$ cat src/sv/arpc_pkg.sv
package arpc_pkg;

    typedef enum logic [1:0]
    {
        MODE_LOOKUP = 2'd0,
        MODE_INSERT = 2'd1,
        MODE_TICK   = 2'd2,
        MODE_PACKET = 2'd3
    } mode_t;

    typedef enum logic [2:0]
    {
        ST_DONE   = 3'd0,
        ST_HIT    = 3'd1,
        ST_MISS   = 3'd2,
        ST_REPLY  = 3'd3,
        ST_REJECT = 3'd4
    } status_t;

    localparam logic [10:0] MIN_PKT_LEN    = 11'd28;
    localparam logic [15:0] HTYPE_ETHERNET = 16'h0001;
    localparam logic [15:0] PTYPE_IPV4     = 16'h0800;
    localparam logic [7:0]  HLEN_ETHERNET  = 8'd6;
    localparam logic [7:0]  PLEN_IPV4      = 8'd4;
    localparam logic [15:0] OP_REQUEST     = 16'h0001;
    localparam logic [31:0] AGE_LIMIT_RST  = 32'd3000;
    localparam logic        CFG_LOCAL_IP   = 1'b0;
    localparam logic        CFG_AGE_LIMIT  = 1'b1;

    // classified command handed from front to back
    typedef struct packed
    {
        logic        do_lookup;
        logic        do_learn;
        logic        do_tick;
        logic        reject;
        logic        reply;
        logic [31:0] now_ticks;
        logic [31:0] ip_address;
        logic [47:0] mac_address;
    } cmd_t;

endpackage

$ cat src/sv/arpc_front.sv
module arpc_front
(
    input  logic                clk,
    input  logic                rst_n,
    input  logic                in_valid,
    output logic                in_ready,
    input  logic [1:0]          mode,
    input  logic [31:0]         now_ticks,
    input  logic [31:0]         ip_address,
    input  logic [47:0]         mac_address,
    input  logic [31:0]         query_ip,
    input  logic [10:0]         packet_length,
    input  logic [15:0]         hw_type,
    input  logic [15:0]         proto_type,
    input  logic [7:0]          hw_addr_len,
    input  logic [7:0]          proto_addr_len,
    input  logic [15:0]         opcode,
    input  logic [31:0]         host_ip,
    output logic                q_valid,
    input  logic                q_ready,
    output arpc_pkg::cmd_t      q_cmd
);

    // two-entry queue
    arpc_pkg::cmd_t mem_reg [2];
    logic           wptr_reg, rptr_reg;
    logic [1:0]     cnt_reg;
    arpc_pkg::cmd_t cmd;
    logic           bad;
    logic           push, pop;

    always_comb
    begin
        bad = (packet_length < arpc_pkg::MIN_PKT_LEN) || (hw_type != arpc_pkg::HTYPE_ETHERNET)
            || (proto_type != arpc_pkg::PTYPE_IPV4) || (hw_addr_len != arpc_pkg::HLEN_ETHERNET)
            || (proto_addr_len != arpc_pkg::PLEN_IPV4);
        cmd = '0;
        cmd.now_ticks   = now_ticks;
        cmd.ip_address  = ip_address;
        cmd.mac_address = mac_address;
        case (mode)
            arpc_pkg::MODE_LOOKUP: cmd.do_lookup = 1'b1;
            arpc_pkg::MODE_INSERT: cmd.do_learn  = 1'b1;
            arpc_pkg::MODE_TICK:   cmd.do_tick   = 1'b1;
            default:
            begin
                cmd.reject   = bad;
                cmd.do_learn = !bad;
                cmd.reply    = !bad && (opcode == arpc_pkg::OP_REQUEST)
                               && (query_ip == host_ip);
            end
        endcase
    end

    assign in_ready = (cnt_reg != 2'd2);
    assign q_valid  = (cnt_reg != 2'd0);
    assign q_cmd    = mem_reg[rptr_reg];
    assign push     = in_valid && in_ready;
    assign pop      = q_valid && q_ready;

    always_ff @(posedge clk)
    begin
        if (push)
        begin
            mem_reg[wptr_reg] <= cmd;
        end
    end

    always_ff @(posedge clk or negedge rst_n)
    begin
        if (!rst_n)
        begin
            wptr_reg <= 1'b0;
            rptr_reg <= 1'b0;
            cnt_reg  <= 2'd0;
        end
        else
        begin
            if (push)
            begin
                wptr_reg <= !wptr_reg;
            end
            if (pop)
            begin
                rptr_reg <= !rptr_reg;
            end
            cnt_reg <= cnt_reg + {1'b0, push} - {1'b0, pop};
        end
    end

endmodule

$ cat src/sv/arpc_back.sv
module arpc_back
#(
    parameter int ENTRIES = 16
)
(
    input  logic                clk,
    input  logic                rst_n,
    input  logic                q_valid,
    output logic                q_ready,
    input  arpc_pkg::cmd_t      q_cmd,
    input  logic [31:0]         age_limit,
    output logic                out_valid,
    input  logic                out_ready,
    output logic [2:0]          status,
    output logic [47:0]         result_mac,
    output logic [31:0]         result_ip
);

    localparam int IW = (ENTRIES > 1) ? $clog2(ENTRIES) : 1;

    typedef enum logic [1:0]
    {
        S_IDLE,
        S_SCAN,
        S_WRITE,
        S_OUT
    } state_t;

    state_t         state_reg;
    arpc_pkg::cmd_t cmd_reg;
    logic [IW-1:0]  idx_reg;
    logic [ENTRIES-1:0] valid_reg;
    logic [31:0]    ip_reg   [ENTRIES];
    logic [47:0]    mac_reg  [ENTRIES];
    logic [31:0]    time_reg [ENTRIES];
    logic           match_reg, free_reg;
    logic [IW-1:0]  match_idx_reg, free_idx_reg, old_idx_reg;
    logic [31:0]    old_time_reg;
    logic [47:0]    hit_mac_reg;
    logic [2:0]     status_reg;
    logic [47:0]    rmac_reg;
    logic [31:0]    rip_reg;
    logic [IW-1:0]  tgt;
    logic           last;

    assign q_ready    = (state_reg == S_IDLE);
    assign out_valid  = (state_reg == S_OUT);
    assign status     = status_reg;
    assign result_mac = rmac_reg;
    assign result_ip  = rip_reg;
    assign last       = (32'(idx_reg) == ENTRIES - 1);
    assign tgt        = match_reg ? match_idx_reg : (free_reg ? free_idx_reg : old_idx_reg);

    always_ff @(posedge clk)
    begin
        if (state_reg == S_WRITE && cmd_reg.do_learn)
        begin
            ip_reg[tgt]   <= cmd_reg.ip_address;
            mac_reg[tgt]  <= cmd_reg.mac_address;
            time_reg[tgt] <= cmd_reg.now_ticks;
        end
    end

    always_ff @(posedge clk or negedge rst_n)
    begin
        if (!rst_n)
        begin
            state_reg     <= S_IDLE;
            valid_reg     <= '0;
            cmd_reg       <= '0;
            idx_reg       <= '0;
            match_reg     <= 1'b0;
            free_reg      <= 1'b0;
            match_idx_reg <= '0;
            free_idx_reg  <= '0;
            old_idx_reg   <= '0;
            old_time_reg  <= '0;
            hit_mac_reg   <= '0;
            status_reg    <= '0;
            rmac_reg      <= '0;
            rip_reg       <= '0;
        end
        else
        begin
            case (state_reg)
                S_IDLE:
                begin
                    if (q_valid)
                    begin
                        cmd_reg   <= q_cmd;
                        idx_reg   <= '0;
                        match_reg <= 1'b0;
                        free_reg  <= 1'b0;
                        state_reg <= (q_cmd.reject) ? S_WRITE : S_SCAN;
                    end
                end
                S_SCAN:
                begin
                    // one entry per cycle: match, first free, oldest, aging
                    if (!match_reg && valid_reg[idx_reg] && ip_reg[idx_reg] == cmd_reg.ip_address)
                    begin
                        match_reg     <= 1'b1;
                        match_idx_reg <= idx_reg;
                        hit_mac_reg   <= mac_reg[idx_reg];
                    end
                    if (!free_reg && !valid_reg[idx_reg])
                    begin
                        free_reg     <= 1'b1;
                        free_idx_reg <= idx_reg;
                    end
                    if (idx_reg == '0 || time_reg[idx_reg] < old_time_reg)
                    begin
                        old_idx_reg  <= idx_reg;
                        old_time_reg <= time_reg[idx_reg];
                    end
                    if (cmd_reg.do_tick && valid_reg[idx_reg]
                        && (cmd_reg.now_ticks - time_reg[idx_reg]) > age_limit)
                    begin
                        valid_reg[idx_reg] <= 1'b0;
                    end
                    if (last)
                    begin
                        state_reg <= S_WRITE;
                    end
                    else
                    begin
                        idx_reg <= idx_reg + 1'b1;
                    end
                end
                S_WRITE:
                begin
                    if (cmd_reg.do_learn)
                    begin
                        valid_reg[tgt] <= 1'b1;
                    end
                    rmac_reg <= '0;
                    rip_reg  <= '0;
                    if (cmd_reg.reject)
                    begin
                        status_reg <= arpc_pkg::ST_REJECT;
                    end
                    else if (cmd_reg.do_lookup)
                    begin
                        status_reg <= match_reg ? arpc_pkg::ST_HIT : arpc_pkg::ST_MISS;
                        rmac_reg   <= match_reg ? hit_mac_reg : 48'd0;
                    end
                    else if (cmd_reg.reply)
                    begin
                        status_reg <= arpc_pkg::ST_REPLY;
                        rmac_reg   <= cmd_reg.mac_address;
                        rip_reg    <= cmd_reg.ip_address;
                    end
                    else
                    begin
                        status_reg <= arpc_pkg::ST_DONE;
                    end
                    state_reg <= S_OUT;
                end
                S_OUT:
                begin
                    if (out_ready)
                    begin
                        state_reg <= S_IDLE;
                    end
                end
                default: state_reg <= S_IDLE;
            endcase
        end
    end

endmodule

$ cat src/sv/arp_neighbor_cache.sv
// An input word passes the back end's idle, scan and write states before its
// result word is shown; the table scan in the back end checks one entry per cycle,
// and rejected packets skip the scan. The back end takes no new word until the
// result word has been taken.
// A two-word queue lets input words be taken while the back end works.
// Reset (rst_n, async, active low) clears all valid bits, host_ip to 0,
// age_limit to 3000.
module arp_neighbor_cache
#(
    parameter int ENTRIES = 16
)
(
    input  logic         clk,
    input  logic         rst_n,
    input  logic         s_tvalid,
    output logic         s_tready,
    // mode[1:0], now_ticks[33:2], ip_address[65:34], mac_address[113:66],
    // query_ip[145:114], packet_length[156:146], hw_type[172:157],
    // proto_type[188:173], hw_addr_len[196:189], proto_addr_len[204:197],
    // opcode[220:205], zero fill
    input  logic [223:0] s_tdata,
    output logic         m_tvalid,
    input  logic         m_tready,
    // status[2:0], result_mac[50:3], result_ip[82:51], zero fill
    output logic [87:0]  m_tdata,
    input  logic         cfg_valid,
    output logic         cfg_ready,
    input  logic         cfg_index,
    input  logic [31:0]  cfg_data
);

    logic [31:0]    host_ip_reg, age_limit_reg;
    logic           q_valid, q_ready;
    arpc_pkg::cmd_t q_cmd;
    logic [2:0]     status;
    logic [47:0]    result_mac;
    logic [31:0]    result_ip;

    assign cfg_ready = 1'b1;
    assign m_tdata   = {5'd0, result_ip, result_mac, status};

    always_ff @(posedge clk or negedge rst_n)
    begin
        if (!rst_n)
        begin
            host_ip_reg   <= '0;
            age_limit_reg <= arpc_pkg::AGE_LIMIT_RST;
        end
        else if (cfg_valid)
        begin
            if (cfg_index == arpc_pkg::CFG_LOCAL_IP)
            begin
                host_ip_reg <= cfg_data;
            end
            else
            begin
                age_limit_reg <= cfg_data;
            end
        end
    end

    arpc_front u_front
    (
        .clk            (clk),
        .rst_n          (rst_n),
        .in_valid       (s_tvalid),
        .in_ready       (s_tready),
        .mode           (s_tdata[1:0]),
        .now_ticks      (s_tdata[33:2]),
        .ip_address     (s_tdata[65:34]),
        .mac_address    (s_tdata[113:66]),
        .query_ip       (s_tdata[145:114]),
        .packet_length  (s_tdata[156:146]),
        .hw_type        (s_tdata[172:157]),
        .proto_type     (s_tdata[188:173]),
        .hw_addr_len    (s_tdata[196:189]),
        .proto_addr_len (s_tdata[204:197]),
        .opcode         (s_tdata[220:205]),
        .host_ip        (host_ip_reg),
        .q_valid        (q_valid),
        .q_ready        (q_ready),
        .q_cmd          (q_cmd)
    );

    arpc_back #(.ENTRIES(ENTRIES)) u_back
    (
        .clk        (clk),
        .rst_n      (rst_n),
        .q_valid    (q_valid),
        .q_ready    (q_ready),
        .q_cmd      (q_cmd),
        .age_limit  (age_limit_reg),
        .out_valid  (m_tvalid),
        .out_ready  (m_tready),
        .status     (status),
        .result_mac (result_mac),
        .result_ip  (result_ip)
    );

endmodule

$ cat config.mk
export PLATFORM = sky130hd
export DESIGN_NAME = arp_neighbor_cache
export DESIGN_NICKNAME = d
export VERILOG_FILES = /design/src/sv/arpc_pkg.sv /design/src/sv/arpc_front.sv /design/src/sv/arpc_back.sv /design/src/sv/arp_neighbor_cache.sv
export SDC_FILE = /design/constraint.sdc
export NUM_CORES = 2
export LEC_CHECK = 0
export BUFFER_PORTS_ARGS = -buffer_cell sky130_fd_sc_hd__buf_2
export CORE_MARGIN = 2
export CORE_UTILIZATION = 55
export CTS_CLUSTER_DIAMETER = 50
export DETAILED_ROUTE_END_ITERATION = 10
export GPL_ROUTABILITY_DRIVEN = 1
export PLACE_DENSITY = 0.73
export SLEW_MARGIN = 25
export SYNTH_ARGS = -nofsm -noshare
export SYNTH_HDL_FRONTEND = slang
export SYNTH_HIERARCHICAL = 1
export SYNTH_SLANG_ARGS = --single-unit
export TNS_END_PERCENT = 30
$ cat constraint.sdc
create_clock -name clk -period 22.4 [get_ports clk]
set_input_delay 6.72 -clock clk [delete_from_list [all_inputs] [get_ports clk]]
set_output_delay 6.72 -clock clk [all_outputs]
set_load 0.02 [all_outputs]
==> results.ini <==
[run_status]
status = completed

[timing]
hold_ws_ps = 486
fin_skew_ps = 36.7
setup_viol = 0
min_period_ps = 8810
rsz0062_at_grt = false
relSlewSlack_pct = 25.2
hold_viol = 0
slew_viol_final = 0
fin_setup_tns_ps = 0
worst_pin_slew_ps = 1120
period_share_pct = 39.3
fmax_mhz = 113

[die]
core_um2 = 174000
die_h_um = 422
start_util_pct = 55.3
ios = 353
die_x_um = 422
die_area_um2 = 178000
fp-row-count = 153

[global_route]
grt_pass1_wl_um = 331000
grt_pass1_vias = 49764
grt_max_degree = 153
grt_use_total_pct = 25.4
antenna_found_initial = 8
grt.overflow.total = 0

[drt]
dr_wl_met2_um = 112000
wl_met1_um = 89300
drt_iter0_drc = 5264
drc = 0
wl_um = 225000
wl_per_cell_um = 29.1
ant_nets = 0
wl_met3_um = 16600
drt_pass1_iterations = 5
dr_total_vias = 48143
via_per_inst = 6.23
routed.top_layer = met5

[clocking]
path_clk_slew_ps = 70
cts.sinks = 2410
clock_latency_ps = 870
cts_hold_buf = 0
cts_buffers = 234
clock-root-buffer = clkbuf_16
ctsResizeCount = 0
cts_setup_buffers = 0
cts_tree = done
htreeDepth = 4
clk_path_buf_depth = 3

[final_layout]
layout_commonest_cell = edfxtp_1
nFillCells = 11807
layout.nets = 5562
final_area_um2 = 108000
final_cell_mix = edfxtp_1 (2026), mux4_2 (482), dfrtp_1 (372)
area_growth_pct = 12.8
largest_reg_flops = 768
drive_gt1_share_pct = 31.9
final_util_pct = 62.4

[setup_path]
arrival_ps = 9590
worstPathMaxFanout = 42
path_delay_family = compound AO/OA/AOI/OAI gates
worst_path_most_repeated_cell = o21ai_0
worstSetupPathType = flop to flop
cp.required_ps = 23180
cp-start-kind = flop
worst-path-buf-inv = 3
crit_path_end_kind = flop
worst_path_max_delay_cell = dfrtp_4
cpPeakStageDelay_ps = 990

[yosys]
ys_seq_area_share_pct = 73.4
syn_inst = 4727
yosys.area_share.adder_pct = 1.39
synthMuxAreaShare_pct = 17.7
yosys_warnings = 6
yosysUniqueCellTypes = 86
synth-compound-area-share_pct = 3.10
synth_area_um2 = 96000
synth-edff-count = 2026
synth-xor-area-share_pct = 0.757
synth.avg_cell_area_um2 = 20.3
synth_seq_cells = 2410
yosys.area.top_type_share_pct = 63.4
synth_top_family_by_area = multiplexers
synth_ff_type = edfxtp_1
synthSimpleGateAreaFrac_pct = 1.65
async_flop_share_pct = 15.9
synth_area_leaders = edfxtp_1 (63%), mux4_2 (11%), dfrtp_1 (9.8%)
synth_area_leader_cell = edfxtp_1

[pwr]
peakVddDrop_mv = 0.0874
leakage_nw = 37.3
power_density_nw_per_um2 = 135

[placed_design]
portBuffers = 341
hpwl_um = 124000
routabilityCongestion = 0.900
placed_cell_area_um2 = 101000

[worst_hold_path]
hold_class = flop to flop

[run]
cap_viol_max_count = 0

[logic make-up after synthesis]
| kind of cell | count (synthesis) |
|---|---|
| XOR/XNOR | 83 |
| multiplexers | 994 |
| other | 2 |
| AO/OA/AOI/OAI | 434 |
| adder cells (fa/ha/maj) | 106 |
| flip-flops | 2410 |
| buffers and inverters | 398 |
| AND/OR/NAND/NOR | 300 |
[final cells by class]
cell class              count  area [um^2]  area share, %
multi-input cells        1923        23800           21.9
diodes                      2         5.00        0.00462
flip-flops and latches   2410        70500           65.1
clock inverters           133         1310           1.21
inverters                 179          672          0.620
clock buffers             312         6460           5.96
repair buffers            446         2720           2.51
well taps                2325         2910           2.69
[layer usage]
layer,GRT usage [%],vias to the layer above
li1,-,20149
met1,34.9,25493
met2,41.8,2126
met3,3.94,373
met4,8.55,2
met5,0,-
[worst min-delay path, cell delays in order, from the launching register on]
cell,delay [ps]
dfrtp_1,340
nand2_1,50
o21ai_0,60
[path summary, 6_finish.rpt]
check	start	to	slack [ps]	depth (start not counted)
worst max-delay path	u_back/idx_reg[0]	u_back/valid_reg[6]	13590	25
worst min-delay path	u_back/free_idx_reg[1]	u_back/free_idx_reg[1]	490	2
worst max register to register	u_back/idx_reg[0]	u_back/valid_reg[6]	13590	25
worst min register to register	u_back/free_idx_reg[1]	u_back/free_idx_reg[1]	490	2
max in group asynchronous	rst_n	u_back/cmd_reg[35]	14540	3
min in group asynchronous	rst_n	u_back/result_ip[29]	5800	1
[per-stage QoR]
| stage | cells | setup WS [ps] | power, mW |
|---|---|---|---|
| 2_1_floorplan | 4731 | 10120 | 9.42 |
| 3_3_place_gp | 7276 | 13430 | 10.7 |
| 3_5_place_dp | 7282 | 13370 | 10.8 |
| 4_1_cts | 7727 | 13550 | 14.7 |
| 5_1_grt | 7730 | 12780 | 15.3 |
| 6_report | 7730 | 13590 | 14.7 |
[synthesized netlist by cell type, types with 43 or more instances]
master and number:
mux2_2 314, a22o_1 45, mux2_4 57, xnor2_1 43
buf_2 67, mux4_2 482, nor2_1 64, dfrtp_1 377
nand2_1 63, edfxtp_1 2026, ha_1 105, o21ai_0 109
inv_1 179, a21oi_1 56, clkbuf_1 87, a22oi_1 63
mux2i_1 123
[power breakdown]
part,leakage [nW],internal [mW],switching (mW)
combinational,10.3,1.86,2.36
clock,3.81,2.23,1.69
sequential,23.2,5.88,0.638
total,37.3,9.98,4.69
No activity file was read; power rests on OpenSTA's default activity.
